File: config.mk
export PLATFORM = sky130hd
export DESIGN_NAME = rgb_led_frame_serializer
export DESIGN_NICKNAME = d
export VERILOG_FILES = /design/src/rtl/core/rls_pkg.sv /design/src/rtl/core/rls_ram.sv /design/src/rtl/core/rls_scaler.sv /design/src/rtl/core/rgb_led_frame_serializer.sv
export SDC_FILE = /design/constraint.sdc
export NUM_CORES = 1
export LEC_CHECK = 0
export BUFFER_PORTS_ARGS = -buffer_cell sky130_fd_sc_hd__buf_2
export CAP_MARGIN = 20
export CORE_ASPECT_RATIO = 1.4
export CORE_UTILIZATION = 61
export DETAILED_ROUTE_END_ITERATION = 10
export PLACE_DENSITY = 0.85
export SYNTH_ARGS = -nofsm -noshare
export SYNTH_HDL_FRONTEND = slang
export SYNTH_SLANG_ARGS = --single-unit
File: constraint.sdc
create_clock -name clk -period 6.3 [get_ports clk]
set_clock_uncertainty 0.2 [all_clocks]
set_input_delay 0.63 -clock clk [delete_from_list [all_inputs] [get_ports clk]]
set_output_delay 0.63 -clock clk [all_outputs]
set_load 0.02 [all_outputs]
File: src/rtl/core/rls_pkg.sv
package rls_pkg;

  typedef enum logic [1:0] {
    FUNC_SET_ONE = 2'd0,
    FUNC_SET_ALL = 2'd1,
    FUNC_SEND    = 2'd2,
    FUNC_NONE    = 2'd3
  } func_t;

  typedef enum logic [1:0] {
    SLOT_FIRST  = 2'd0,
    SLOT_SECOND = 2'd1,
    SLOT_BLUE   = 2'd2
  } slot_t;

  typedef enum logic [2:0] {
    ST_IDLE,
    ST_SET,
    ST_READ,
    ST_LOAD,
    ST_OUT
  } state_t;

  // channel select handed to the scaler each write cycle
  typedef struct packed {
    slot_t slot;
    logic  swap;
  } chan_sel_t;

  localparam int unsigned WORD_W   = 12;
  localparam int unsigned COLOR_W  = 8;
  localparam int unsigned POS_W    = 6;
  localparam int unsigned BOUND_W  = 4;
  localparam int unsigned SLOTS    = 3;
  localparam logic [3:0]  BOUND_RST = 4'd4;

endpackage

File: src/rtl/core/rls_ram.sv
module rls_ram #(
  parameter int unsigned WIDTH = 12,
  parameter int unsigned DEPTH = 24
) (
  input  logic                     clk,
  input  logic                     we,
  input  logic [$clog2(DEPTH)-1:0] waddr,
  input  logic [WIDTH-1:0]         wdata,
  input  logic [$clog2(DEPTH)-1:0] raddr,
  output logic [WIDTH-1:0]         rdata
);

  logic [WIDTH-1:0] mem [DEPTH];
  logic [WIDTH-1:0] rdata_r;

  always_ff @(posedge clk) begin
    if (we) begin
      mem[waddr] <= wdata;
    end
    rdata_r <= mem[raddr];
  end

  assign rdata = rdata_r;

endmodule

File: src/rtl/core/rls_scaler.sv
module rls_scaler import rls_pkg::*; (
  input  logic [COLOR_W-1:0] red,
  input  logic [COLOR_W-1:0] green,
  input  logic [COLOR_W-1:0] blue,
  input  chan_sel_t          sel,
  output logic [WORD_W-1:0]  word
);

  logic [COLOR_W-1:0] color;

  always_comb begin
    unique case (sel.slot)
      SLOT_FIRST:  color = sel.swap ? green : red;
      SLOT_SECOND: color = sel.swap ? red : green;
      SLOT_BLUE:   color = blue;
      default:     color = blue;
    endcase
  end

  // times 15 as x*16 - x, kept to the word width
  assign word = {color, 4'b0000} - {4'b0000, color};

endmodule

File: src/rtl/core/rgb_led_frame_serializer.sv
// rgb_led_frame_serializer: store of three 12-bit channel words per LED.
// input channel (in_valid/in_ready) takes one command transaction: func 0
// sets one LED, func 1 sets all LEDs, func 2 sends the frame. red, green and
// blue are scaled by 15; LEDs at or above the swap boundary store green
// before red. cfg_valid/cfg_ready writes the 4-bit swap boundary (reset 4);
// write it only while no command is in flight.
// output channel (out_valid/out_ready) carries one transaction per stored
// word on a send, in store order, with out_latch set on the last word.
// sequence: set one LED writes its 3 words, set all writes 3*NUM_LEDS words,
// one word is written per cycle through the shared scaler. a send reads each
// word from the registered store, loads it into one output register in ST_LOAD
// and offers the next word only after the current one is accepted in ST_OUT.
// in_ready is low the whole time.
// a stalled receiver just holds the current word; the walk resumes on accept.
// reset (rst_n, synchronous) marks every stored word as zero through per-word
// valid flags, sets the boundary to 4 and empties the output.
module rgb_led_frame_serializer import rls_pkg::*; #(
  parameter int unsigned NUM_LEDS = 8
) (
  input  logic                clk,
  input  logic                rst_n,
  input  logic                in_valid,
  output logic                in_ready,
  input  logic [1:0]          in_func,
  input  logic [7:0]          in_led_index,
  input  logic [7:0]          in_red,
  input  logic [7:0]          in_green,
  input  logic [7:0]          in_blue,
  output logic                out_valid,
  input  logic                out_ready,
  output logic [11:0]         out_channel_word,
  output logic [5:0]          out_word_position,
  output logic                out_latch,
  input  logic                cfg_valid,
  output logic                cfg_ready,
  input  logic [3:0]          cfg_data
);

  localparam int unsigned WORDS = SLOTS * NUM_LEDS;
  localparam int unsigned AW    = $clog2(WORDS);
  localparam int unsigned LW    = (NUM_LEDS > 1) ? $clog2(NUM_LEDS) : 1;
  localparam logic [AW-1:0] LAST_ADDR = AW'(WORDS - 1);
  localparam logic [LW-1:0] LAST_LED  = LW'(NUM_LEDS - 1);

  state_t             state_r, state_nxt;
  logic [AW-1:0]      addr_r, addr_nxt;
  logic [LW-1:0]      led_r, led_nxt;
  slot_t              slot_r, slot_nxt;
  logic               all_r, all_nxt;
  logic [COLOR_W-1:0] red_r, green_r, blue_r;
  logic [BOUND_W-1:0] bound_r;
  logic [WORDS-1:0]   vld_r;
  logic               rd_vld_r;
  logic               out_valid_r, out_valid_nxt;
  logic [WORD_W-1:0]  out_word_r;
  logic [AW-1:0]      out_pos_r;

  logic               in_acc;
  logic               out_acc;
  logic               wr_en;
  logic [AW-1:0]      rd_addr;
  logic [WORD_W-1:0]  scaled;
  logic [WORD_W-1:0]  rd_data;
  logic [9:0]         base_ext;
  chan_sel_t          sel;

  assign in_acc   = in_valid && in_ready;
  assign out_acc  = out_valid_r && out_ready;
  assign base_ext = {1'b0, in_led_index, 1'b0} + {2'b00, in_led_index};

  // next state
  always_comb begin
    state_nxt     = state_r;
    addr_nxt      = addr_r;
    led_nxt       = led_r;
    slot_nxt      = slot_r;
    all_nxt       = all_r;
    out_valid_nxt = out_valid_r;
    unique case (state_r)
      ST_IDLE: begin
        if (in_acc) begin
          slot_nxt = SLOT_FIRST;
          unique case (func_t'(in_func))
            FUNC_SET_ONE: begin
              if ({2'b00, in_led_index} < 10'(NUM_LEDS)) begin
                state_nxt = ST_SET;
                all_nxt   = 1'b0;
                led_nxt   = in_led_index[LW-1:0];
                addr_nxt  = base_ext[AW-1:0];
              end
            end
            FUNC_SET_ALL: begin
              state_nxt = ST_SET;
              all_nxt   = 1'b1;
              led_nxt   = '0;
              addr_nxt  = '0;
            end
            FUNC_SEND: begin
              state_nxt = ST_READ;
              addr_nxt  = '0;
            end
            default: state_nxt = ST_IDLE;
          endcase
        end
      end
      ST_SET: begin
        if (slot_r == SLOT_BLUE) begin
          if (all_r && (led_r != LAST_LED)) begin
            led_nxt  = led_r + 1'b1;
            slot_nxt = SLOT_FIRST;
            addr_nxt = addr_r + 1'b1;
          end else begin
            state_nxt = ST_IDLE;
          end
        end else begin
          slot_nxt = slot_t'(slot_r + 2'd1);
          addr_nxt = addr_r + 1'b1;
        end
      end
      ST_READ: state_nxt = ST_LOAD;
      ST_LOAD: begin
        state_nxt     = ST_OUT;
        out_valid_nxt = 1'b1;
      end
      ST_OUT: begin
        if (out_acc) begin
          out_valid_nxt = 1'b0;
          if (addr_r == LAST_ADDR) begin
            state_nxt = ST_IDLE;
          end else begin
            state_nxt = ST_LOAD;
            addr_nxt  = addr_r + 1'b1;
          end
        end
      end
      default: state_nxt = ST_IDLE;
    endcase
  end

  // outputs of the sequencer
  always_comb begin
    in_ready  = (state_r == ST_IDLE);
    wr_en     = (state_r == ST_SET);
    sel.slot  = slot_r;
    sel.swap  = !({{(8-LW){1'b0}}, led_r} < {4'b0000, bound_r});
    // on a word handoff the next read goes out in the same cycle
    if ((state_r == ST_OUT) && out_acc && (addr_r != LAST_ADDR)) begin
      rd_addr = addr_r + 1'b1;
    end else begin
      rd_addr = addr_r;
    end
  end

  rls_scaler u_scaler (
    .red   (red_r),
    .green (green_r),
    .blue  (blue_r),
    .sel   (sel),
    .word  (scaled)
  );

  rls_ram #(
    .WIDTH (WORD_W),
    .DEPTH (WORDS)
  ) u_store (
    .clk   (clk),
    .we    (wr_en),
    .waddr (addr_r),
    .wdata (scaled),
    .raddr (rd_addr),
    .rdata (rd_data)
  );

  always_ff @(posedge clk) begin
    if (!rst_n) begin
      state_r     <= ST_IDLE;
      out_valid_r <= 1'b0;
      bound_r     <= BOUND_RST;
      vld_r       <= '0;
      rd_vld_r    <= 1'b0;
    end else begin
      state_r     <= state_nxt;
      out_valid_r <= out_valid_nxt;
      if (cfg_valid && cfg_ready) begin
        bound_r <= cfg_data;
      end
      if (wr_en) begin
        vld_r[addr_r] <= 1'b1;
      end
      rd_vld_r <= vld_r[rd_addr];
    end
  end

  always_ff @(posedge clk) begin
    addr_r <= addr_nxt;
    led_r  <= led_nxt;
    slot_r <= slot_nxt;
    all_r  <= all_nxt;
    if (in_acc) begin
      red_r   <= in_red;
      green_r <= in_green;
      blue_r  <= in_blue;
    end
    if (state_r == ST_LOAD) begin
      out_word_r <= rd_vld_r ? rd_data : '0;
      out_pos_r  <= addr_r;
    end
  end

  assign cfg_ready         = 1'b1;
  assign out_valid         = out_valid_r;
  assign out_channel_word  = out_word_r;
  assign out_word_position = POS_W'(out_pos_r);
  assign out_latch         = (out_pos_r == LAST_ADDR);

`ifndef SYNTHESIS
  a_out_only_in_send: assert property (@(posedge clk) disable iff (!rst_n)
    out_valid |-> (state_r == ST_OUT))
    else $error("result shown outside the send walk");

  a_no_accept_busy: assert property (@(posedge clk) disable iff (!rst_n)
    (state_r != ST_IDLE) |-> !in_ready)
    else $error("command taken while busy");

  a_last_word_ends: assert property (@(posedge clk) disable iff (!rst_n)
    (out_valid && out_ready && out_latch) |=> (state_r == ST_IDLE))
    else $error("send did not finish after the latch word");

  a_write_in_range: assert property (@(posedge clk) disable iff (!rst_n)
    wr_en |-> (addr_r <= LAST_ADDR))
    else $error("store write beyond the chain");
`endif

endmodule

==> results by stage, run 1 <==
Outcome:
- The flow ran to the end, and the final reports show no timing, DRC or antenna violations.

Flow run:
- The max capacitance violation total is 0.

Pwr:
- The leakage dissipation is 6.417 nW.
- The power density relative to cell area is 369.0 mW/mm2.
- The worst ir drop on vdd is 0.3176 mV.

Route:
- After detailed routing, the number of vias per cell comes to 6.564.
- Across all layers, the routed design uses 11030 vias.
- In the routed design, unresolved DRC markers number 0.
- Wires add up to 39.41 mm.
- The average routed wire per standard cell is 23.45 um.
- The remaining antenna violation count after routing is 0.
- The number of design-rule violations left by the first detailed-router iteration is 1644.
- The length of the first detailed-routing pass in iterations is 6.

Yosys:
- Yosys mapped a number of flops with a built-in enable equal to 340.
- Counting flops and latches in the post-synthesis netlist gives 385.
- The post-synthesis cell count is 1286.
- The mapped netlist covers 0.01618 mm2.
- The synthesized net count is 1353.
- The synthesized area per cell is 12.58 um2.
- After synthesis, the netlist uses 69 different library cells.
- The sequential area share after synthesis is 0.6866.
- The most used flip-flop cell after synthesis is edfxtp_1.
- The number of warning messages in the yosys log is 0.
- The share of flip-flops with an asynchronous set or reset is 0.

STA:
- Setup violations remaining at the end of the flow were counted as 0.
- The shortest period the worst path allows is 5.035 ns.
- For the pin with the worst max-slew slack, the measured transition is 1.188 ns.
- Dividing the final minimum period by the clock period gives 0.7991.
- Setup repair after global routing left no endpoint under its margin.
- The final hold violation count was 0.
- The final setup TNS is 0 ns.
- Headroom to the max-slew limit came out at 0.2073.
- The count of final max-slew check failures is 0.
- Static timing analysis puts the maximum clock frequency at 0.1986 GHz.

Layout:
- Summing all multi-input logic gate instances after layout gives 0.004778 mm2.
- The number of antenna diodes in the final layout is 0.
- Of the cells placed in the final design, the portion with a size suffix greater than 1 is 0.1459.
- After the last flow step, the layout net total stands at 1397.
- The layout overhead on the synthesized area is 12.19%.
- The post-route core utilization is 0.6956.
- The count of filler cells inserted in the layout is 1629.
- Across the whole layout, storage elements account for 0.01111 mm2.

GRT:
- For this run, the total global-route usage over all layers was measured as 0.2918.
- Entering global routing, the biggest net connects 134 pins.
- The met2 usage in global routing is 0.5001.
- After global routing the overflow that remains totals 0.
- The routing layer with the top usage in global route is met2.
- For met3 alone, demand over resource in global routing was 0.04582.
- For met1 alone, demand over resource in global routing was 0.3410.
- The first global-routing pass estimated 59.17 mm of wire.
- The number of global-route vias before repair is 10820.
- The number of antenna violations at the first check in global routing is 0.

Worst setup path:
- The data required time of the critical path is 6.28 ns.
- The worst setup path is launched from a flip-flop.
- In this run the worst path has a maximum fanout of 28.
- Data arrives at the worst endpoint at 5.01 ns.
- The type of the worst setup path is reg2reg.
- The slack of the worst reg-to-reg path is 1.27 ns.
- The critical path endpoint category is a flip-flop.

Placement:
- The placer congestion estimate is 0.9040.
- The count of buffers inserted at the top-level ports is 62.
- After legalization and detailed placement, the total HPWL measured 22.78 mm.

CTS:
- The root buffer cell chosen for the clock tree is clkbuf_16.
- TritonCTS built the clock tree.
- Clock-pin slew was measured on the worst setup and hold paths at 0.07 ns.
- In this run, post-CTS repair resized a total of 0 instances.
- The later-pin clock latency in the skew report is 0.53 ns.
- The depth of the CTS H-tree is 2.
- In this run the deepest clock path goes through 3 buffers.
- The post-cts hold buffer count is 0.
- Post-CTS timing repair inserted 0 buffers for setup.
- CTS saw 385 sinks.
- The clock buffer count from CTS is 35.

Floorplan:
- In this run the count of I/O pins placed on the die edge is 65.
- The placeable core area is 0.02610 mm2.
- From left edge to right edge, the die measures 139.7 um.
- The initial standard-cell utilization of the core is 0.6200.
- The die covers 0.02719 mm2.
- The die is 194.7 um tall.
- The floorplan has 70 rows.

Worst hold path:
- The tightest min-delay check is of the in2reg type.
-- layer usage --
metal	wire, um	up-vias
li1	-	4812
met5	0	-
met1	13450	5321
met4	2418	0
met3	3642	147
met2	19910	754
-- path summary, 6_finish.rpt --
path | cells past startpoint | endpoint | start
setup / recovery | 13 | u_store.mem[23][9] | led_r[2]
hold / removal | 1 | red_r[6] | in_red[6]
setup reg to reg | 13 | u_store.mem[23][9] | led_r[2]
hold reg to reg | 1 | vld_r[15] | vld_r[15]
-- where the power goes --
part	switching, mW	internal (mW)
clock network	0.931	1.38
registers	0.0502	3.19
logic	0.826	0.318
-- layout make-up --
class	count	share of cell area
flip-flops and latches	385	0.6120
multi-input cells	806	0.2632
clock buffers	42	0.05252
repair buffers	82	0.02881
well taps	324	0.02233
clock inverters	22	0.01702
inverters	20	0.004135
-- metrics by stage --
step | power, mW | area (um2) | setup WS [ns] | hold slack, ns | cells
3_5_place_dp | 4.380 | 16810 | 1.432 | 0.2547 | 1611
2_1_floorplan | 3.980 | 16180 | 1.560 | 0.2206 | 1286
6_report | 6.699 | 18150 | 1.265 | 0.08071 | 1681
4_1_cts | 6.653 | 18070 | 1.347 | 0.07574 | 1675
3_3_place_gp | 4.333 | 16810 | 1.591 | 0.2462 | 1611
5_1_grt | 6.865 | 18150 | 0.9584 | 0.07063 | 1681
-- cells by family (layout without fill, tap and decap cells) --
family          after synthesis  after routing  share of synthesized area
simple gates                556            556                     0.1548
mux                          23             23                    0.01887
other cells                   2              2                  0.0004641
compound gates              180            180                    0.08165
buf+inv                      95            166                    0.02629
xor+xnor                     21             21                    0.01229
flops                       385            385                     0.6866
fa+ha+maj                    24             24                    0.01902
-- state kept, by name (all words and copies together) (netlist names) --
| signal | cells |
|---|---|
| slot_r | 2 |
| all_r | 1 |
| led_r | 3 |
| green_r | 8 |
| vld_r | 24 |
| out_pos_r | 5 |
| addr_r | 5 |
| bound_r | 4 |
| out_valid | 1 |
| state_r | 3 |
| u_store.mem | 288 |
| rd_vld_r | 1 |
| u_store.rdata | 12 |
| blue_r | 8 |
| out_channel_word | 12 |
| red_r | 8 |
-- worst max-delay path, stage by stage, from the launching register on --
cell and delay, ns:
edfxtp_1 0.41, ha_1 0.37, a21o_1 0.23, a31oi_4 0.24, or2_1 0.44, a31oi_1 0.14
and4_1 0.24, inv_1 0.51, ha_1 0.39, inv_1 0.09, nor3_2 0.05, a311oi_2 0.43
o21ai_1 0.18, xnor2_2 0.78
-- cells in the mapped netlist, drive strengths merged, types with 10 or more instances --
master,number,area share
and2,15,0.0058
and3,33,0.013
ha,23,0.018
o21ai,24,0.0074
inv,20,0.0046
dfxtp,45,0.056
o22ai,18,0.0070
nand2,318,0.074
nor3,12,0.0040
clkbuf,37,0.0087
o221ai,15,0.0085
mux2i,14,0.0087
a21oi,22,0.0068
edfxtp,340,0.63
buf,38,0.013
nor2,47,0.012
nand2b,10,0.0039
nand3,87,0.027
a311oi,21,0.012
o21a,24,0.011
a31oi,16,0.0071
o2111ai,12,0.0065
xnor2,18,0.011
-- cells in the final DEF, fill, tap and decap left out, types with 4 or more instances in the layout --
cell,count
a21oi_1,22
inv_1,20
and3_1,33
buf_2,62
ha_1,23
a31oi_1,15
dfxtp_1,45
xnor2_2,8
nand3_1,87
nor2_1,21
o2111ai_1,12
edfxtp_1,340
o221ai_1,14
mux4_2,5
buf_8,4
nand2_1,317
buf_4,12
o21ai_1,7
clkinv_2,5
nor2b_1,5
o21a_1,24
o22ai_1,18
xnor2_1,9
nand4_1,6
inv_6,4
o21ai_0,17
nand2b_1,10
clkbuf_16,36
and2_1,15
o211ai_1,6
nor3_1,11
a21o_1,4
a311oi_1,20
bufinv_16,7
nor2_2,25
or4_1,7
mux2i_1,13
(Power assumes the default switching activity.)
==> inputs of run 2 (changes only) <==
ABC_AREA = 1   (was not set)
CORE_UTILIZATION = 56   (was 61)
PLACE_DENSITY = 0.82   (was 0.85)
clock period = 4.6 ns   (was 6.3 ns; I/O delays follow)
==> run 2 against run 1 <==
Power grew 60%. Die area grew 11%. Sequential power grew 52%. Global-route usage shrank 3.8 points. Count of clock-buffer cells in the layout grew 5. Area after synthesis grew 1.8%. Combinational power grew 140%. Worst hold slack lost 0.037 ns. Maximum frequency grew 22%. Clock power grew 32%. Highest routed layer unchanged.
==> results by stage, run 2 <==
GRT:
- The remaining global-route overflow is 0 (unchanged).
- The routing layer with the top usage in global route is met2.
- The global-route track usage on met3 is 0.03563 (-0.01019).
- The global-route usage over all layers is 0.2536 (-0.03817).
- The global-route met1 utilization is 0.2978 (-0.04322).
- The global-route wire length before repair is 59.26 mm (+0.16%).
- The number of global-route vias before repair was 11330 (+4.7%).
- The maximum number of pins on one net before global-route repair was 152 (+13%).
- The number of antenna violations at the first check in global routing came to 0 (unchanged).
- The met2 usage in global routing came to 0.4617 (-0.03835).

STA:
- The shortest period the worst path allows came to 4.143 ns (-0.8912 ns).
- Setup repair after global routing left no endpoint under its margin.
- The maximum clock frequency came to 0.2414 GHz (+22%).
- The final setup TNS was 0 ns (unchanged).
- The slew of the pin with the lowest slew margin is 0.9758 ns (-0.2120 ns).
- The number of endpoints failing setup at the final stage came to 0 (unchanged).
- The count of final max-slew check failures is 0 (unchanged).
- The worst slew margin relative to its limit was 0.3488 (+0.1415).
- The final hold violation count is 0 (unchanged).
- The share of the clock period used by the worst path is 0.9007 (+0.1016).
- The final worst slack is 0.4567 ns (-0.8088 ns).
- The hold slack is 0.04351 ns (-0.03720 ns).

Flow run:
- The max capacitance violation total is 0 (unchanged).

Layout:
- The number of standard cells in the layout, taps in and fillers out is 1976 (+18%).
- The antenna diode count is 0 (unchanged).
- The fraction of layout cells with a size suffix above 1 came to 0.1156 (-0.03036).
- The flip-flop count of the largest register, all copies and words added is 288 (unchanged).
- The area growth from synthesis to layout is 13.82%.
- The count of filler cells inserted in the layout came to 2062 (+27%).
- In the layout the commonest cells are 340 x edfxtp_1, 207 x nor2_1, 201 x nand2_1, 174 x o21ai_0, 156 x inv_1.
- The register containing the most flip-flops in the final layout is u_store.mem.
- The number of nets in the layout is 1642 (+18%).
- The design area is 0.01875 mm2 (+3.3%).
- The largest registers in the layout are u_store.mem x288, vld_r x24.
- The post-route core utilization is 0.6536 (-0.04198).
- The library cell used most frequently in the layout, excluding fill and tap cells, is edfxtp_1.

Pwr:
- The leakage dissipation is 7.181 nW (+12%).
- The worst ir drop on vdd is 0.3814 mV (+20%).
- The total design power came to 10.71 mW (+60%).
- The power density relative to cell area came to 571.2 mW/mm2 (+55%).

Yosys:
- The mapped cell area is 0.01647 mm2 (+1.8%).
- The synthesized flop and latch total is 385 (unchanged).
- The number of warning messages in the yosys log is 0 (unchanged).
- The most common cell in the netlist is edfxtp_1.
- The number of different library cells in the post-synthesis netlist is 43 (-38%).
- The commonest cells after synthesis are 340 x edfxtp_1, 210 x nor2_1, 205 x nand2_1.
- The sequential area share after synthesis came to 0.6746 (-0.01200).
- The synthesized area per cell is 11.14 um2 (-11%).
- The biggest area contributor in the post-synthesis netlist is edfxtp_1.
- The share of flip-flops with an asynchronous set or reset was 0 (unchanged).
- The post-synthesis cell count was 1478 (+15%).
- The most used flip-flop cell after synthesis is edfxtp_1.
- The number of synthesized flops with an enable pin is 340 (unchanged).
- The portion of synthesized cell area occupied by the leading cell type was 0.6199 (-0.01102).
- The synthesized net count is 1545 (+14%).
- Ranked by total cell area, the synthesized netlist is headed by edfxtp_1 62%, dfxtp_1 5.5%, o21ai_0 5.3%.

Floorplan:
- The floorplan die height is 204.9 um (+5.2%).
- The placeable core area is 0.02868 mm2 (+9.9%).
- The die area is 0.03011 mm2 (+11%).
- The total I/O pin count is 65 (unchanged).
- The number of core rows is 73 (+4.3%).
- The width of the die is 146.9 um (+5.2%).
- The initial standard-cell utilization of the core came to 0.5743 (-0.04574).

Worst setup path:
- STA classifies the critical path startpoint as a flip-flop.
- The worst endpoint data arrival time was 4.02 ns (-0.99 ns).
- STA classifies the critical path endpoint as a flip-flop.
- The maximum net fanout on the critical path came to 24 (-14%).
- The type of the worst setup path is reg2reg.
- The data required time of the critical path was 4.48 ns (-1.80 ns).

Placement:
- The total cell area at the placement stage was 0.01724 mm2 (+2.6%).
- The count of buffers inserted at the top-level ports is 62 (unchanged).
- The detailed placement HPWL is 22.28 mm (-2.2%).
- The placer congestion estimate was 0.8690 (-3.9%).
- The setup slack after placement is 0.3512 ns (-1.080 ns).
- The number of cells after detailed placement came to 1885 (+17%).

Route:
- The vias per cell is 5.888 (-10%).
- The number of design-rule violations left by the first detailed-router iteration is 1388 (-16%).
- The sum of routed wire length over all layers is 37.62 mm (-4.6%).
- The length of the first detailed-routing pass in iterations is 8 (+2).
- The vias after detailed routing is 11640 (+5.4%).
- The number of remaining DRC errors is 0 (unchanged).
- The average routed wire per standard cell is 19.04 um (-19%).
- The remaining antenna violation count after routing came to 0 (unchanged).

CTS:
- The post-CTS setup buffer count is 0 (unchanged).
- CTS placed an instance of clkbuf_16 at the clock tree root.
- The later-pin clock latency in the skew report is 0.53 ns (about the same).
- The total clock sinks is 385 (unchanged).
- The clock tree from TritonCTS is built.
- The clock transition time at the flip-flop clock pins of the worst setup and hold paths came to 0.07 ns (about the same).
- The maximum root-to-sink buffer count is 3 (unchanged).
- The clock buffer count from CTS is 35 (unchanged).
- The depth of the CTS H-tree is 2 (unchanged).

Outcome:
- The run finished with clean final reports.

Worst hold path:
- The worst min-delay path category is in2reg.
## run 2: cell types whose count changed in the layout (fill, tap and decap cells not counted), sizes merged, moves of 27 or more
cell and change:
nand2 -110, inv +140, nor2 +167, o211ai +74
and3 -33, o21ai +161, dlygate4sd3 +27
## run 2: layer usage
layer	vias to the layer above	wire, um
li1	5306	-
met1	5515	13560
met2	662	19710
met3	152	2806
met4	0	1544
met5	-	0
## run 2: final timing paths
check	slack, ns	cells past startpoint	start	to
min	0.04	3	cfg_data[1]	bound_r[1]
max	0.46	18	led_r[1]	u_store.mem[19][8]
min reg2reg	0.28	2	bound_r[1]	bound_r[1]
max reg2reg	0.46	18	led_r[1]	u_store.mem[19][8]
## run 2: report_power, final
group          switching [mW]  leakage, nW  total (mW)  internal, mW
combinational            2.08         3.12        2.74         0.656
sequential             0.0730         3.47        4.91          4.84
clock                    1.24        0.589        3.06          1.82
## run 2: final cells by class
cell class | instances | area [um2] | share of cell area
clock buffers | 47 | 960.9 | 0.05126
well taps | 375 | 469.2 | 0.02503
clock inverters | 16 | 245.2 | 0.01308
flip-flops and latches | 385 | 11110 | 0.5927
inverters | 161 | 604.3 | 0.03224
multi-input cells | 859 | 4399 | 0.2347
repair buffers | 133 | 955.9 | 0.05099
## run 2: critical path, cell delays in order (launching register included)
cell and delay, ns:
edfxtp_1 0.40, ha_1 0.32, nand2_1 0.09, nand2_1 0.07
nand2_2 0.12, nand2_2 0.23, inv_1 0.23, nor2_1 0.06
nor2_1 0.13, nand2_1 0.08, nand3_1 0.11, inv_1 0.09
ha_1 0.38, a21oi_1 0.26, inv_1 0.10, nand3_1 0.10
nand2_1 0.09, o21ai_0 0.16, nand2_1 0.46
## run 2: cells by family (layout without fill, tap and decap cells)
| group | after synthesis | after routing | share of synthesized area |
|---|---|---|---|
| buf+inv | 234 | 357 | 0.05986 |
| fa+ha+maj | 24 | 24 | 0.01869 |
| flops | 385 | 385 | 0.6746 |
| xor+xnor | 11 | 11 | 0.008129 |
| other cells | 2 | 2 | 0.0004560 |
| compound gates | 299 | 299 | 0.1083 |
| simple gates | 523 | 523 | 0.1299 |
## run 2: what timing repair did
item | 4_1_cts | 5_1_grt
gates resized for setup | 0 | 4
endpoints found under the setup margin | 0 | 96
hold buffers | 27 | 0
endpoints found under the hold margin | 26 | 0
